[config.mk]
export PLATFORM = sky130hd
export DESIGN_NAME = iq_power_dbm_detector_top
export DESIGN_NICKNAME = d
export VERILOG_FILES = /design/src/sv/iqpd_pkg.sv /design/src/sv/iqpd_front.sv /design/src/sv/iqpd_fifo.sv /design/src/sv/iqpd_back.sv /design/src/sv/iq_power_dbm_detector_top.sv
export SDC_FILE = /design/constraint.sdc
export NUM_CORES = 2
export LEC_CHECK = 0
export BUFFER_PORTS_ARGS = -buffer_cell sky130_fd_sc_hd__buf_2
export CAP_MARGIN = 20
export CORE_MARGIN = 5
export CORE_UTILIZATION = 40
export DETAILED_ROUTE_END_ITERATION = 12
export GPL_TIMING_DRIVEN = 0
export SYNTH_ARGS = -nofsm -noshare
export SYNTH_HDL_FRONTEND = slang
export SYNTH_SLANG_ARGS = --single-unit
[constraint.sdc]
create_clock -name i_clk -period 13.55 [get_ports i_clk]
set_input_delay 2.71 -clock i_clk [delete_from_list [all_inputs] [get_ports i_clk]]
set_output_delay 2.71 -clock i_clk [all_outputs]
set_load 0.005 [all_outputs]
[src/sv/iqpd_pkg.sv]
`default_nettype none

package iqpd_pkg;

    typedef struct packed {
        logic signed [11:0] i_sample;
        logic signed [11:0] q_sample;
    } t_sample;

    typedef struct packed {
        logic signed [15:0] average_dbm;
        logic               detected;
    } t_result;

    // register map, index taken from paddr[2]
    localparam logic REG_BLOCK_LENGTH     = 1'b0;
    localparam logic REG_DETECT_THRESHOLD = 1'b1;

    localparam logic        [12:0] BLOCK_LENGTH_RST     = 13'd1600;
    localparam logic signed [15:0] DETECT_THRESHOLD_RST = 16'sd1664;

    // q8 db arithmetic
    localparam logic        [15:0] DB_PER_OCTAVE  = 16'd771;
    localparam logic        [15:0] DBM_OFFSET     = 16'd15438;
    localparam logic signed [15:0] ZERO_POWER_DBM = -16'sd17920;

    localparam int QUEUE_DEPTH = 4;

    // round(2560*log10(1+k/64))
    localparam logic [9:0] LOGTAB [64] = '{
        10'd0,   10'd17,  10'd34,  10'd51,  10'd67,  10'd84,  10'd100, 10'd115,
        10'd131, 10'd146, 10'd161, 10'd176, 10'd191, 10'd206, 10'd220, 10'd234,
        10'd248, 10'd262, 10'd276, 10'd289, 10'd302, 10'd315, 10'd328, 10'd341,
        10'd354, 10'd367, 10'd379, 10'd391, 10'd403, 10'd415, 10'd427, 10'd439,
        10'd451, 10'd462, 10'd474, 10'd485, 10'd496, 10'd507, 10'd518, 10'd529,
        10'd540, 10'd550, 10'd561, 10'd571, 10'd582, 10'd592, 10'd602, 10'd612,
        10'd622, 10'd632, 10'd642, 10'd652, 10'd661, 10'd671, 10'd680, 10'd690,
        10'd699, 10'd708, 10'd717, 10'd726, 10'd735, 10'd744, 10'd753, 10'd762
    };

endpackage

`default_nettype wire

[src/sv/iqpd_front.sv]
`default_nettype none

module iqpd_front #(
    parameter int MAX_BLOCK = 4096,
    parameter int CW        = $clog2(MAX_BLOCK + 1),
    parameter int SW        = CW + 16
) (
    input  wire                  i_clk,
    input  wire                  i_rst_n,
    input  wire                  i_push,
    output logic                 o_full,
    input  iqpd_pkg::t_sample    i_data,
    input  wire  [12:0]          i_block_length,
    output logic                 o_q_push,
    output logic [SW+CW-1:0]     o_q_data,
    input  wire                  i_q_full
);
    import iqpd_pkg::*;

    logic                  r_v1, r_v2, r_v3, r_v4, r_v5;
    logic signed [11:0]    r_i, r_q;
    logic        [22:0]    r_isq, r_qsq;
    logic        [23:0]    r_x;
    logic        [4:0]     r_p;
    logic        [5:0]     r_frac;
    logic                  r_zero;
    logic signed [15:0]    r_dbm;
    logic        [CW-1:0]  r_count;
    logic signed [SW-1:0]  r_sum;

    logic                  adv;
    logic                  blk_end;
    logic        [CW-1:0]  eff_len;
    logic        [CW-1:0]  cnt_inc;
    logic signed [SW-1:0]  sum_inc;
    logic signed [23:0]    isq_full, qsq_full;
    logic        [23:0]    x_sum;
    logic        [4:0]     lead;
    logic        [29:0]    x_ext;
    logic        [15:0]    log_u;
    logic signed [15:0]    dbm_val;

    // block length clamped to 1..MAX_BLOCK
    always_comb begin
        if (i_block_length == 13'd0) begin
            eff_len = CW'(1);
        end else if ({19'd0, i_block_length} > 32'(MAX_BLOCK)) begin
            eff_len = CW'(MAX_BLOCK);
        end else begin
            eff_len = CW'(i_block_length);
        end
    end

    assign cnt_inc = CW'({1'b0, r_count} + 1'b1);
    assign sum_inc = r_sum + {{(SW-16){r_dbm[15]}}, r_dbm};
    assign blk_end = (cnt_inc >= eff_len);
    assign adv     = !(r_v5 && blk_end && i_q_full);
    assign o_full  = !adv;

    assign o_q_push = r_v5 && blk_end && adv;
    assign o_q_data = {sum_inc, cnt_inc};

    assign isq_full = r_i * r_i;
    assign qsq_full = r_q * r_q;
    assign x_sum    = {1'b0, r_isq} + {1'b0, r_qsq};

    // leading one position
    always_comb begin
        lead = 5'd0;
        for (int k = 0; k < 24; k++) begin
            if (r_x[k]) begin
                lead = 5'(k);
            end
        end
    end
    assign x_ext = {r_x, 6'd0} >> lead;

    assign log_u   = 16'(r_p) * DB_PER_OCTAVE + {6'd0, LOGTAB[r_frac]};
    assign dbm_val = r_zero ? ZERO_POWER_DBM : $signed(log_u - DBM_OFFSET);

    always_ff @(posedge i_clk) begin
        if (!i_rst_n) begin
            r_v1    <= 1'b0;
            r_v2    <= 1'b0;
            r_v3    <= 1'b0;
            r_v4    <= 1'b0;
            r_v5    <= 1'b0;
            r_count <= '0;
            r_sum   <= '0;
        end else if (adv) begin
            r_v1 <= i_push;
            r_v2 <= r_v1;
            r_v3 <= r_v2;
            r_v4 <= r_v3;
            r_v5 <= r_v4;
            if (r_v5) begin
                if (blk_end) begin
                    r_count <= '0;
                    r_sum   <= '0;
                end else begin
                    r_count <= cnt_inc;
                    r_sum   <= sum_inc;
                end
            end
        end
    end

    always_ff @(posedge i_clk) begin
        if (adv) begin
            r_i    <= i_data.i_sample;
            r_q    <= i_data.q_sample;
            r_isq  <= isq_full[22:0];
            r_qsq  <= qsq_full[22:0];
            r_x    <= x_sum;
            r_p    <= lead;
            r_frac <= x_ext[5:0];
            r_zero <= (r_x == 24'd0);
            r_dbm  <= dbm_val;
        end
    end

endmodule

`default_nettype wire

[src/sv/iqpd_fifo.sv]
`default_nettype none

module iqpd_fifo #(
    parameter int WIDTH = 46
) (
    input  wire              i_clk,
    input  wire              i_rst_n,
    input  wire              i_push,
    input  wire  [WIDTH-1:0] i_data,
    output logic             o_full,
    input  wire              i_pop,
    output logic [WIDTH-1:0] o_data,
    output logic             o_empty
);
    import iqpd_pkg::*;

    localparam int AW = $clog2(QUEUE_DEPTH);

    logic [WIDTH-1:0] r_slot [QUEUE_DEPTH];
    logic [AW-1:0]    r_wp, r_rp;
    logic [AW:0]      r_cnt;
    logic             do_push, do_pop;

    assign o_full  = (r_cnt == (AW+1)'(QUEUE_DEPTH));
    assign o_empty = (r_cnt == '0);
    assign o_data  = r_slot[r_rp];
    assign do_push = i_push && !o_full;
    assign do_pop  = i_pop && !o_empty;

    always_ff @(posedge i_clk) begin
        if (!i_rst_n) begin
            r_wp  <= '0;
            r_rp  <= '0;
            r_cnt <= '0;
        end else begin
            if (do_push) begin
                r_wp <= r_wp + 1'b1;
            end
            if (do_pop) begin
                r_rp <= r_rp + 1'b1;
            end
            r_cnt <= r_cnt + (AW+1)'(do_push) - (AW+1)'(do_pop);
        end
    end

    always_ff @(posedge i_clk) begin
        if (do_push) begin
            r_slot[r_wp] <= i_data;
        end
    end

endmodule

`default_nettype wire

[src/sv/iqpd_back.sv]
`default_nettype none

module iqpd_back #(
    parameter int MAX_BLOCK = 4096,
    parameter int CW        = $clog2(MAX_BLOCK + 1),
    parameter int SW        = CW + 16
) (
    input  wire                 i_clk,
    input  wire                 i_rst_n,
    input  wire  [SW+CW-1:0]    i_q_data,
    input  wire                 i_q_empty,
    output logic                o_q_pop,
    input  wire  signed [15:0]  i_threshold,
    output logic                o_empty,
    input  wire                 i_pop,
    output iqpd_pkg::t_result   o_data
);
    import iqpd_pkg::*;

    localparam int STW = $clog2(SW);

    typedef enum logic [1:0] {
        S_IDLE,
        S_DIV,
        S_HOLD
    } t_state;

    t_state            r_state;
    logic              r_neg;
    logic [SW-1:0]     r_dvd;
    logic [CW-1:0]     r_dvs;
    logic [CW-1:0]     r_rem;
    logic [STW-1:0]    r_step;
    logic              r_ov;
    t_result           r_out;

    logic signed [SW-1:0] q_sum;
    logic        [CW-1:0] q_cnt;
    logic        [CW:0]   rem_sh;
    logic        [CW:0]   rem_sub;
    logic                 q_bit;
    logic signed [15:0]   avg;
    logic                 out_free;

    assign q_sum   = i_q_data[SW+CW-1:CW];
    assign q_cnt   = i_q_data[CW-1:0];
    assign o_q_pop = (r_state == S_IDLE) && !i_q_empty;

    // restoring divide, one quotient bit per step
    assign rem_sh  = {r_rem, r_dvd[SW-1]};
    assign rem_sub = rem_sh - {1'b0, r_dvs};
    assign q_bit   = (rem_sh >= {1'b0, r_dvs});

    assign avg      = r_neg ? -$signed(r_dvd[15:0]) : $signed(r_dvd[15:0]);
    assign out_free = !r_ov || i_pop;

    assign o_empty = !r_ov;
    assign o_data  = r_out;

    always_ff @(posedge i_clk) begin
        if (!i_rst_n) begin
            r_state <= S_IDLE;
            r_ov    <= 1'b0;
        end else begin
            // in hold a popped beat is replaced by the new one below
            if (r_ov && i_pop && (r_state != S_HOLD)) begin
                r_ov <= 1'b0;
            end
            case (r_state)
                S_IDLE: begin
                    if (!i_q_empty) begin
                        r_neg   <= q_sum[SW-1];
                        r_dvd   <= q_sum[SW-1] ? SW'(-q_sum) : SW'(q_sum);
                        r_dvs   <= q_cnt;
                        r_rem   <= '0;
                        r_step  <= '0;
                        r_state <= S_DIV;
                    end
                end
                S_DIV: begin
                    r_rem  <= q_bit ? rem_sub[CW-1:0] : rem_sh[CW-1:0];
                    r_dvd  <= {r_dvd[SW-2:0], q_bit};
                    r_step <= r_step + 1'b1;
                    if (r_step == STW'(SW - 1)) begin
                        r_state <= S_HOLD;
                    end
                end
                S_HOLD: begin
                    if (out_free) begin
                        r_out.average_dbm <= avg;
                        r_out.detected    <= (avg > i_threshold);
                        r_ov              <= 1'b1;
                        r_state           <= S_IDLE;
                    end
                end
                default: begin
                    r_state <= S_IDLE;
                end
            endcase
        end
    end

endmodule

`default_nettype wire

[src/sv/iq_power_dbm_detector_top.sv]
// iq power detector: block-averaged power of 12-bit i/q pairs in 1/256 dbm
//
// input channel: a sample beat (i_sample, q_sample) is taken when push is
// high and full is low; one beat per cycle is sustained while blocks are
// longer than the divide time
// result channel: while empty is low the oldest block result (average_dbm,
// detected) sits on o_data; it is taken when pop is high and empty is low
// path: a sample passes the front pipe (register, square, sum,
// leading-one/fraction, log lookup) into the block accumulator; when it
// closes a block the sum and count enter a 4-deep queue, and the back
// divider works through one block at a time, one quotient bit a cycle,
// before the result lands in the output register
// throughput: 1 sample per cycle while full is low; with very short blocks
// the divider paces the input through full
// stall: a held result blocks the divider, the queue then fills and full
// rises only when a closing sample finds the queue full
// reset: counters, sum and queue clear, block_length 1600, threshold 1664
// config: apb writes at 0x0 (block_length) and 0x4 (detect_threshold)
`default_nettype none

module iq_power_dbm_detector_top #(
    parameter int MAX_BLOCK = 4096
) (
    input  wire                 i_clk,
    input  wire                 i_rst_n,
    input  wire                 push,
    output logic                full,
    input  iqpd_pkg::t_sample   i_data,
    output logic                empty,
    input  wire                 pop,
    output iqpd_pkg::t_result   o_data,
    input  wire                 psel,
    input  wire                 penable,
    input  wire                 pwrite,
    input  wire  [2:0]          paddr,
    input  wire  [31:0]         pwdata,
    output logic [31:0]         prdata,
    output logic                pready
);
    import iqpd_pkg::*;

    localparam int CW = $clog2(MAX_BLOCK + 1);
    localparam int SW = CW + 16;

    logic [12:0]        r_block_length;
    logic signed [15:0] r_threshold;
    logic               cfg_wr;

    logic               q_push, q_full, q_pop, q_empty;
    logic [SW+CW-1:0]   q_wdata, q_rdata;

    // apb: no wait states, register picked by paddr[2]
    assign pready = 1'b1;
    assign cfg_wr = psel && penable && pwrite && pready;

    always_ff @(posedge i_clk) begin
        if (!i_rst_n) begin
            r_block_length <= BLOCK_LENGTH_RST;
            r_threshold    <= DETECT_THRESHOLD_RST;
        end else if (cfg_wr) begin
            case (paddr[2])
                REG_BLOCK_LENGTH:     r_block_length <= pwdata[12:0];
                REG_DETECT_THRESHOLD: r_threshold    <= pwdata[15:0];
                default: begin
                end
            endcase
        end
    end

    always_comb begin
        case (paddr[2])
            REG_BLOCK_LENGTH:     prdata = {19'd0, r_block_length};
            REG_DETECT_THRESHOLD: prdata = {{16{r_threshold[15]}}, r_threshold};
            default:              prdata = '0;
        endcase
    end

    // front: log power per sample and block accumulation
    iqpd_front #(
        .MAX_BLOCK (MAX_BLOCK)
    ) u_front (
        .i_clk          (i_clk),
        .i_rst_n        (i_rst_n),
        .i_push         (push),
        .o_full         (full),
        .i_data         (i_data),
        .i_block_length (r_block_length),
        .o_q_push       (q_push),
        .o_q_data       (q_wdata),
        .i_q_full       (q_full)
    );

    // finished block sums waiting for the divider
    iqpd_fifo #(
        .WIDTH (SW + CW)
    ) u_fifo (
        .i_clk   (i_clk),
        .i_rst_n (i_rst_n),
        .i_push  (q_push),
        .i_data  (q_wdata),
        .o_full  (q_full),
        .i_pop   (q_pop),
        .o_data  (q_rdata),
        .o_empty (q_empty)
    );

    // back: average by serial divide, threshold compare, output register
    iqpd_back #(
        .MAX_BLOCK (MAX_BLOCK)
    ) u_back (
        .i_clk       (i_clk),
        .i_rst_n     (i_rst_n),
        .i_q_data    (q_rdata),
        .i_q_empty   (q_empty),
        .o_q_pop     (q_pop),
        .i_threshold (r_threshold),
        .o_empty     (empty),
        .i_pop       (pop),
        .o_data      (o_data)
    );

endmodule

`default_nettype wire

# Yosys cells after proc, flatten, opt, wreduce, memory -nomap -nowiden

Memory sizes are Yosys's and may differ from the RTL's. A register that Yosys moved wholly into a read port is not among the register bits.
Cells that the tools add are included.

Reduce and logical (&&, ||, !) cells: 27
$lt $le $gt $ge: 5
Bitwise gates (word level): 4
Muxes and demuxes: 50
Multiply operators: 3
Equality and inequality tests: 8
Shift operators: 1
Add/subtract/negate cells: 13

Operators with widths:

| kind                                                 | count |
|---|---|
| two-way mux 29 bit                                   | 3 |
| two-way mux 13 bit                                   | 5 |
| one-hot mux 32 bit (2 select lines)                  | 1 |
| one-hot mux 29 bit (2 select lines)                  | 1 |
| multiplier 12 x 12 -> 23 bit                         | 2 |
| two-way mux 5 bit                                    | 9 |
| two-way mux 4 bit                                    | 8 |
| right shift 30 x 5 -> 6 bit                          | 1 |
| adder 29 bit                                         | 1 |
| negation 29 bit                                      | 1 |
| one-hot mux 13 bit (2 select lines)                  | 1 |
| adder 23 x 23 -> 24 bit                              | 1 |
| logical NOT 24 bit                                   | 1 |
| two-way mux 10 bit                                   | 2 |
| adder 15 x 10 -> 16 bit                              | 1 |
| > comparator 16 bit                                  | 1 |
| two-way mux 16 bit                                   | 1 |
| negation 16 bit                                      | 1 |
| subtractor 16 x 14 -> 16 bit (second input constant) | 1 |
| multiplier 5 x 10 -> 15 bit (second input constant)  | 1 |
| greater-or-equal comparator 14 x 13 -> 1 bit         | 1 |
| two-way mux 2 bit                                    | 7 |
| adder 13 x 1 -> 13 bit (second input constant)       | 1 |
| greater-or-equal comparator 13 bit                   | 1 |
| 28 further kinds                                     | 58 |

Memory bits (writable): 168
Memories: 2
Bits in read-only memories: 640
Input port bits: 66
Register bits after elaboration: 286
Output and inout port bits: 52
Word-level logic and storage cells: 143

Memories:

| memory          | depth | bits a word | rd ports | clocked after memory_dff | write ports | RTL line         | text |
|---|---|---|---|---|---|---|---|
| (no name shown) | 64    | 10          | 1        | 0                        | 0           | iqpd_front.sv:78 | `assign log_u = 16'(r_p) * DB_PER_OCTAVE + {6'd0, LOGTAB[r_frac]};` |
| u_fifo.r_slot   | 4     | 42          | 1        | 1                        | 1           | iqpd_fifo.sv:19  | `logic [WIDTH-1:0] r_slot [QUEUE_DEPTH];` |

# Logic depth before layout (Yosys ltp)

Depth in word-level cells: 24
Gate-level depth with buffers: 25

# Modules after synthesis

From an unflattened synthesis, not the netlist that was laid out.

Cells, all modules: 3004
Area total of the unflattened synthesis: 33417.0 um2

By module, submodules not included:

| module                    | seq. area each (um2) | times used | area each (um2) | cells each |
|---|---|---|---|---|
| iqpd_front                | 4544.4               | 1          | 20289.5         | 2098 |
| iqpd_fifo                 | 5225.0               | 1          | 6598.8          | 271 |
| iqpd_back                 | 2402.3               | 1          | 5056.1          | 484 |
| iq_power_dbm_detector_top | 580.6                | 1          | 1472.7          | 151 |

# Least setup slack after synthesis

OpenSTA, ideal clock, no wires.

Path type: register to output
Start: register u_front.r_count[2]
End: output full
Data required time: 10.840 ns
Path slack: 5.118 ns
Arrival: 5.722 ns
Path buffers: 1
Stages on the path, launching flop included: 11
Cell sequence: dfxtp_1 > clkbuf_1 > and3_1 > nand3_1 > xnor2_1 > ha_1 > nand3_1 > o31a_1 > o31ai_1 > nand3_1 > inv_1

Cells in the longest elaborated chain, start to end: 4

RTL lines:

| item                               | RTL line                        | text |
|---|---|---|
| from (decl)                        | iqpd_front.sv:28                | `logic [CW-1:0] r_count;` |
| from (signal assigned)             | iqpd_front.sv:101               | `r_count <= cnt_inc;` |
| adder 13 x 1 -> 13 bit             | iqpd_front.sv:54                | `assign cnt_inc = CW'({1'b0, r_count} + 1'b1);` |
| named net q_wdata[7]               | iq_power_dbm_detector_top.sv:50 | `logic [SW+CW-1:0] q_wdata, q_rdata;` |
| greater-or-equal comparator 13 bit | iqpd_front.sv:56                | `assign blk_end = (cnt_inc >= eff_len);` |
| logical AND 1 bit (2 in a row)     | iqpd_front.sv:57                | `assign adv = !(r_v5 && blk_end && i_q_full);` |
| to (decl)                          | iq_power_dbm_detector_top.sv:27 | `output logic full,` |

The timed path passes the listed nets, and every way through them passes these cells.

# Worst setup path in the final report

Start: input paddr[2]
End: output prdata[30]

Cells in the longest elaborated chain, start to end: 2

RTL lines:

| item                                  | RTL line                        | text |
|---|---|---|
| from (decl)                           | iq_power_dbm_detector_top.sv:35 | `input wire [2:0] paddr,` |
| NOT 1 bit (no source line)            | n/a                             |  |
| one-hot mux 32 bit (2 select lines) * | iq_power_dbm_detector_top.sv:71 | `case (paddr[2])` |
| to (decl)                             | iq_power_dbm_detector_top.sv:37 | `output logic [31:0] prdata,` |

Every way passes the cells marked *; elsewhere a longest branch is shown, timed or not.

==> out/summary.log <==
[grt] global-route congestion overflow total 0
[setup_path] highest fanout seen on the critical path 17
[floorplan] total die area 87800 um2
[power] largest voltage drop on the vdd net 0.000388 V
[grt] vias in the first global route 22000
[power] leakage component of the power 15.4 nW
[power] switching pwr 3.86 mW
[clock_tree] buffer cell driving the clock tree root sky130_fd_sc_hd__clkbuf_16
[clock_tree] later-pin clock latency in the skew report 0.60 ns
[route] via count of the routed design 21500
[synth] largest cells by area after synthesis sky130_fd_sc_hd__edfxtp_1, sky130_fd_sc_hd__fa_1, sky130_fd_sc_hd__ha_1, sky130_fd_sc_hd__dfxtp_1, sky130_fd_sc_hd__inv_1
[synth] dominant combinational cell family by area after synthesis adder cells
[synth] Post-synth top cells sky130_fd_sc_hd__inv_1, sky130_fd_sc_hd__edfxtp_1, sky130_fd_sc_hd__ha_1
[power] Sw Ratio 41.7%
[clock_tree] Post CTS Setup Buffer Count 0
[setup_path] required time of the critical path 10.84 ns
[cells_and_area] utilization after layout 44.8%
[clock_tree] TritonCTS clock tree done
[synth] synthesized-area fraction occupied by ao, oa, aoi and oai cells 9.66%
[route] number of routed nets with antenna violations 0
[synth] Unique masters post-synth 77
[worst_hold_path] start point of the worst hold path r_threshold[13]
[synth] count of warnings emitted by yosys 0
[setup_path] startpoint of the most critical register-to-register path u_front.r_q[5]
[power] register share of total power 25.4%
[synth] most instantiated library cell after synthesis sky130_fd_sc_hd__inv_1
[timing] shortest clock period the worst path allows after layout 7.03 ns
[setup_path] FF-to-FF End u_front.r_qsq[22]
[synth] cell taking the most area after synthesis sky130_fd_sc_hd__edfxtp_1
[grt] wire length of the first global-routing pass 116000 um
[timing] setup violators final 0
[floorplan] die width 296 um
[clock_tree] H-Tree Depth 2
[place] global placement routability congestion 0.880
[timing] final clock skew 0.0211 ns
[cells_and_area] final standard cell count with taps included and fillers excluded 4264
[power] Combinational Power Share 59.5%
[timing] relative slew slack 30.9%
[clock_tree] number of gates given a new drive strength after cts 0
[setup_path] setup slack on the worst flop-to-flop path 7.04 ns
[grt] initial antenna violation count 0
[cells_and_area] share of cells above drive strength 1 9.67%
[setup_path] cell with the largest stage delay on the worst path sky130_fd_sc_hd__nor2_1
[synth] area share of the leading cell type in the synthesized netlist 33.5%
[timing] Fin. Hold Viols 0
[setup_path] Data arrival, critical path 4.32 ns
[timing] actual slew at the worst max-slew pin 1.02 ns
[synth] flip-flop cell with the highest count after synthesis sky130_fd_sc_hd__edfxtp_1
[power] clock network fraction of design power 15.1%
[clock_tree] buffer levels on the longest clock path 3
[setup_path] r2r worst-path depth 21
[cells_and_area] Area growth syn-to-layout 11.5%
[synth] parity-gate share of the synthesized area counting xor and xnor cells 4.57%
[place] number of cells after detailed placement 4168
[clock_tree] Worst-path clk slew 0.06 ns
[clock_tree] hold buffer count at cts 0
[synth] post-synthesis adder-cell area fraction 25.1%
[setup_path] WS Path Type input port to output pin
[floorplan] I/O pin total 118
[job] max-cap viol count 0
[grt] GR Layer Usage met1 21.1%
[route] TritonRoute pass-1 iters 6
[power] P per Cell Area 253 nW/um2
[synth] cell area after synthesis 32800 um2
[route] detailed router's first-iteration violation count 1103
[synth] post-synthesis share of cell area spent on and, or, nand and nor gates 10.7%
[place] post-detailed-placement half-perimeter wirelength 55200 um
[grt] met2 layer usage reported by global route 29.2%
[setup_path] sequence of cells on the critical path clkbuf_1, inv_1, nor2_1, buf_4, buf_2
[timing] Fmax 142 MHz
[route] total length of routed wires 70400 um
[route] Wirelength per Cell 16.5 um
[setup_path] slowest stage delay, CP 0.77 ns
[route] via-per-instance ratio 5.05
[setup_path] kind of cell adding the most delay to the critical path buffers and inverters
[synth] Post-synth ARST share 0%
[floorplan] row count 105
[cells_and_area] number of diodes 0
[grt] most utilized layer in the global route result met2
[synth] number of standard cells after synthesis 2988
[grt] maximum number of pins on one net before global-route repair 61
[synth] mux cell area share after synthesis 4.59%
[synth] register bit count reported by yosys 454
[setup_path] buffering stage count on the worst path with inverters included 4
[timing] unrepaired setup endpoints after global routing no
[power] Int Pwr 5.38 mW
[power] total design power 9.24 mW
[place] Port Buf Inserts 96
[synth] synthesized netlist net count 3561
[synth] post-synthesis area per instance 11.0 um2
[setup_path] element type at the critical path end output pin
[cells_and_area] Final nets 3724
[timing] final number of max-transition violations 0
[grt] met3 demand-to-capacity share in global routing 1.95%
[place] cell area after placement 34900 um2
[floorplan] Initial Utilization 40.1%
[worst_hold_path] endpoint with the worst hold slack r_threshold[13]
[grt] total global routing track utilization 16.2%
[worst_hold_path] hold depth 2
[floorplan] area of the core 81700 um2
[route] number of DRC violations after detailed routing 0
[cells_and_area] post-route cell area 36600 um2
[clock_tree] sink count of the clock tree 454
[synth] EDFF count, synth 366
[floorplan] overall die height 296 um
[setup_path] kind of start point of the critical path input port
[worst_hold_path] worst min path class flip-flop to flip-flop
[timing] total negative slack for setup checks 0 ns
[run_status] outcome complete, no violations
[clock_tree] total CTS buffers 51
[timing] fraction of the cycle the final worst path needs 51.9%
[synth] sequential-to-total area share from yosys stat 38.9%
==> flip-flops by register name (all words and copies together) (netlist names), 13 cells and up, named ones only <==
name / count
u_front.r_count: 13
u_back.r_dvd: 29
u_fifo.r_slot: 168
u_back.r_rem: 13
r_threshold: 16
u_front.r_isq: 22
r_block_length: 13
u_front.r_dbm: 16
u_front.r_x: 24
u_back.o_data: 17
u_back.r_dvs: 13
u_front.r_sum: 29
u_front.r_qsq: 22
==> stage by stage <==
stage	setup WS, ns	hold WS, ns
4_1_cts	6.50	0.461
3_5_place_dp	6.54	0.453
2_1_floorplan	5.12	0.436
5_1_grt	6.19	0.482
6_report	6.52	0.459
3_3_place_gp	2.37	0.446
==> layer usage <==
| layer | vias to the layer above | share of wire [%] |
|---|---|---|
| met3 | 74 | 3.2 |
| met1 | 10600 | 43 |
| li1 | 10600 | - |
| met5 | - | 0 |
| met2 | 330 | 52 |
| met4 | 0 | 2.0 |
==> cell families (layout without fill, tap and decap cells) <==
group	Yosys count	count (layout)
adder cells (fa/ha/maj)	507	507
buffers and inverters	543	749
flip-flops	454	454
multiplexers	93	93
AND/OR/NAND/NOR	725	725
XOR/XNOR	171	171
AO/OA/AOI/OAI	494	494
other	1	1
==> worst register-to-register path: stages, from the launching register on <==
cell and delay, ns:
sky130_fd_sc_hd__edfxtp_1 0.52, sky130_fd_sc_hd__clkbuf_1 0.45, sky130_fd_sc_hd__nand2_1 0.16, sky130_fd_sc_hd__fa_1 0.63, sky130_fd_sc_hd__inv_1 0.07, sky130_fd_sc_hd__fa_1 0.50, sky130_fd_sc_hd__inv_1 0.06, sky130_fd_sc_hd__fa_1 0.52
sky130_fd_sc_hd__inv_1 0.05, sky130_fd_sc_hd__fa_1 0.47, sky130_fd_sc_hd__inv_1 0.05, sky130_fd_sc_hd__fa_1 0.47, sky130_fd_sc_hd__inv_1 0.04, sky130_fd_sc_hd__ha_1 0.18, sky130_fd_sc_hd__nor3_1 0.31, sky130_fd_sc_hd__nor2b_1 0.23
sky130_fd_sc_hd__nor3_1 0.08, sky130_fd_sc_hd__nor2b_1 0.25, sky130_fd_sc_hd__a211oi_1 0.12, sky130_fd_sc_hd__a2111oi_0 0.73, sky130_fd_sc_hd__a21oi_1 0.17, sky130_fd_sc_hd__xnor2_1 0.19
==> layout make-up <==
cell class	instances	area [um2]
sequential	454	12800
clock inverter	22	264
fill	7703	45100
timing repair buffer	110	688
multi-input combinational	1991	18000
inverter	428	1610
tap	1070	1340
buffer	115	522
clock buffer	74	1450
==> power by group through the flow <==
stage	sequential, mW	combinational, mW	clock, mW
6_report	2.35	5.50	1.39
5_1_grt	2.38	6.33	1.50
4_1_cts	2.35	5.59	1.44
3_5_place_dp	2.38	5.54	0
3_3_place_gp	2.39	5.50	0
2_1_floorplan	2.29	4.36	0
==> cell usage in the layout (no fill, tap or decap), types with 7 or more instances in the layout <==
| master | n |
|---|---|
| sky130_fd_sc_hd__mux2_2 | 19 |
| sky130_fd_sc_hd__nand4_1 | 9 |
| sky130_fd_sc_hd__or3_1 | 7 |
| sky130_fd_sc_hd__buf_2 | 106 |
| sky130_fd_sc_hd__a21o_1 | 38 |
| sky130_fd_sc_hd__nand2b_1 | 39 |
| sky130_fd_sc_hd__ha_1 | 255 |
| sky130_fd_sc_hd__or2_2 | 11 |
| sky130_fd_sc_hd__a31oi_1 | 19 |
| sky130_fd_sc_hd__o21bai_1 | 8 |
| sky130_fd_sc_hd__a211oi_1 | 28 |
| sky130_fd_sc_hd__clkbuf_1 | 94 |
| sky130_fd_sc_hd__xor2_1 | 51 |
| sky130_fd_sc_hd__nand2_1 | 227 |
| sky130_fd_sc_hd__nor4_1 | 8 |
| sky130_fd_sc_hd__o21ai_0 | 101 |
| sky130_fd_sc_hd__nor3_1 | 47 |
| sky130_fd_sc_hd__o21a_1 | 20 |
| sky130_fd_sc_hd__mux4_2 | 44 |
| sky130_fd_sc_hd__mux2i_1 | 30 |
| sky130_fd_sc_hd__buf_1 | 7 |
| sky130_fd_sc_hd__fa_1 | 252 |
| sky130_fd_sc_hd__and3_1 | 15 |
| sky130_fd_sc_hd__and2_1 | 86 |
| sky130_fd_sc_hd__xnor2_1 | 120 |
| sky130_fd_sc_hd__clkbuf_16 | 52 |
| sky130_fd_sc_hd__nor2_1 | 162 |
| sky130_fd_sc_hd__edfxtp_1 | 366 |
| sky130_fd_sc_hd__a22o_1 | 39 |
| sky130_fd_sc_hd__buf_4 | 22 |
| sky130_fd_sc_hd__nor2b_1 | 39 |
| sky130_fd_sc_hd__o31ai_1 | 15 |
| sky130_fd_sc_hd__nand3_1 | 45 |
| sky130_fd_sc_hd__dfxtp_1 | 88 |
| sky130_fd_sc_hd__a21oi_1 | 150 |
| sky130_fd_sc_hd__inv_1 | 426 |
==> worst max path at each step <==
stage / cells after the start / slack, ns / startpoint / to
after floorplan: 10 / 5.12 / u_front.r_count[2] / full
after CTS: 5 / 6.50 / paddr[2] / prdata[30]
after global placement: 11 / 2.37 / u_front.r_count[0] / full
after detailed placement: 5 / 6.54 / paddr[2] / prdata[30]
final: 5 / 6.52 / paddr[2] / prdata[30]
after global routing: 13 / 6.19 / u_front.r_count[0] / full
Note: power is estimated with default switching activity, not from simulation.
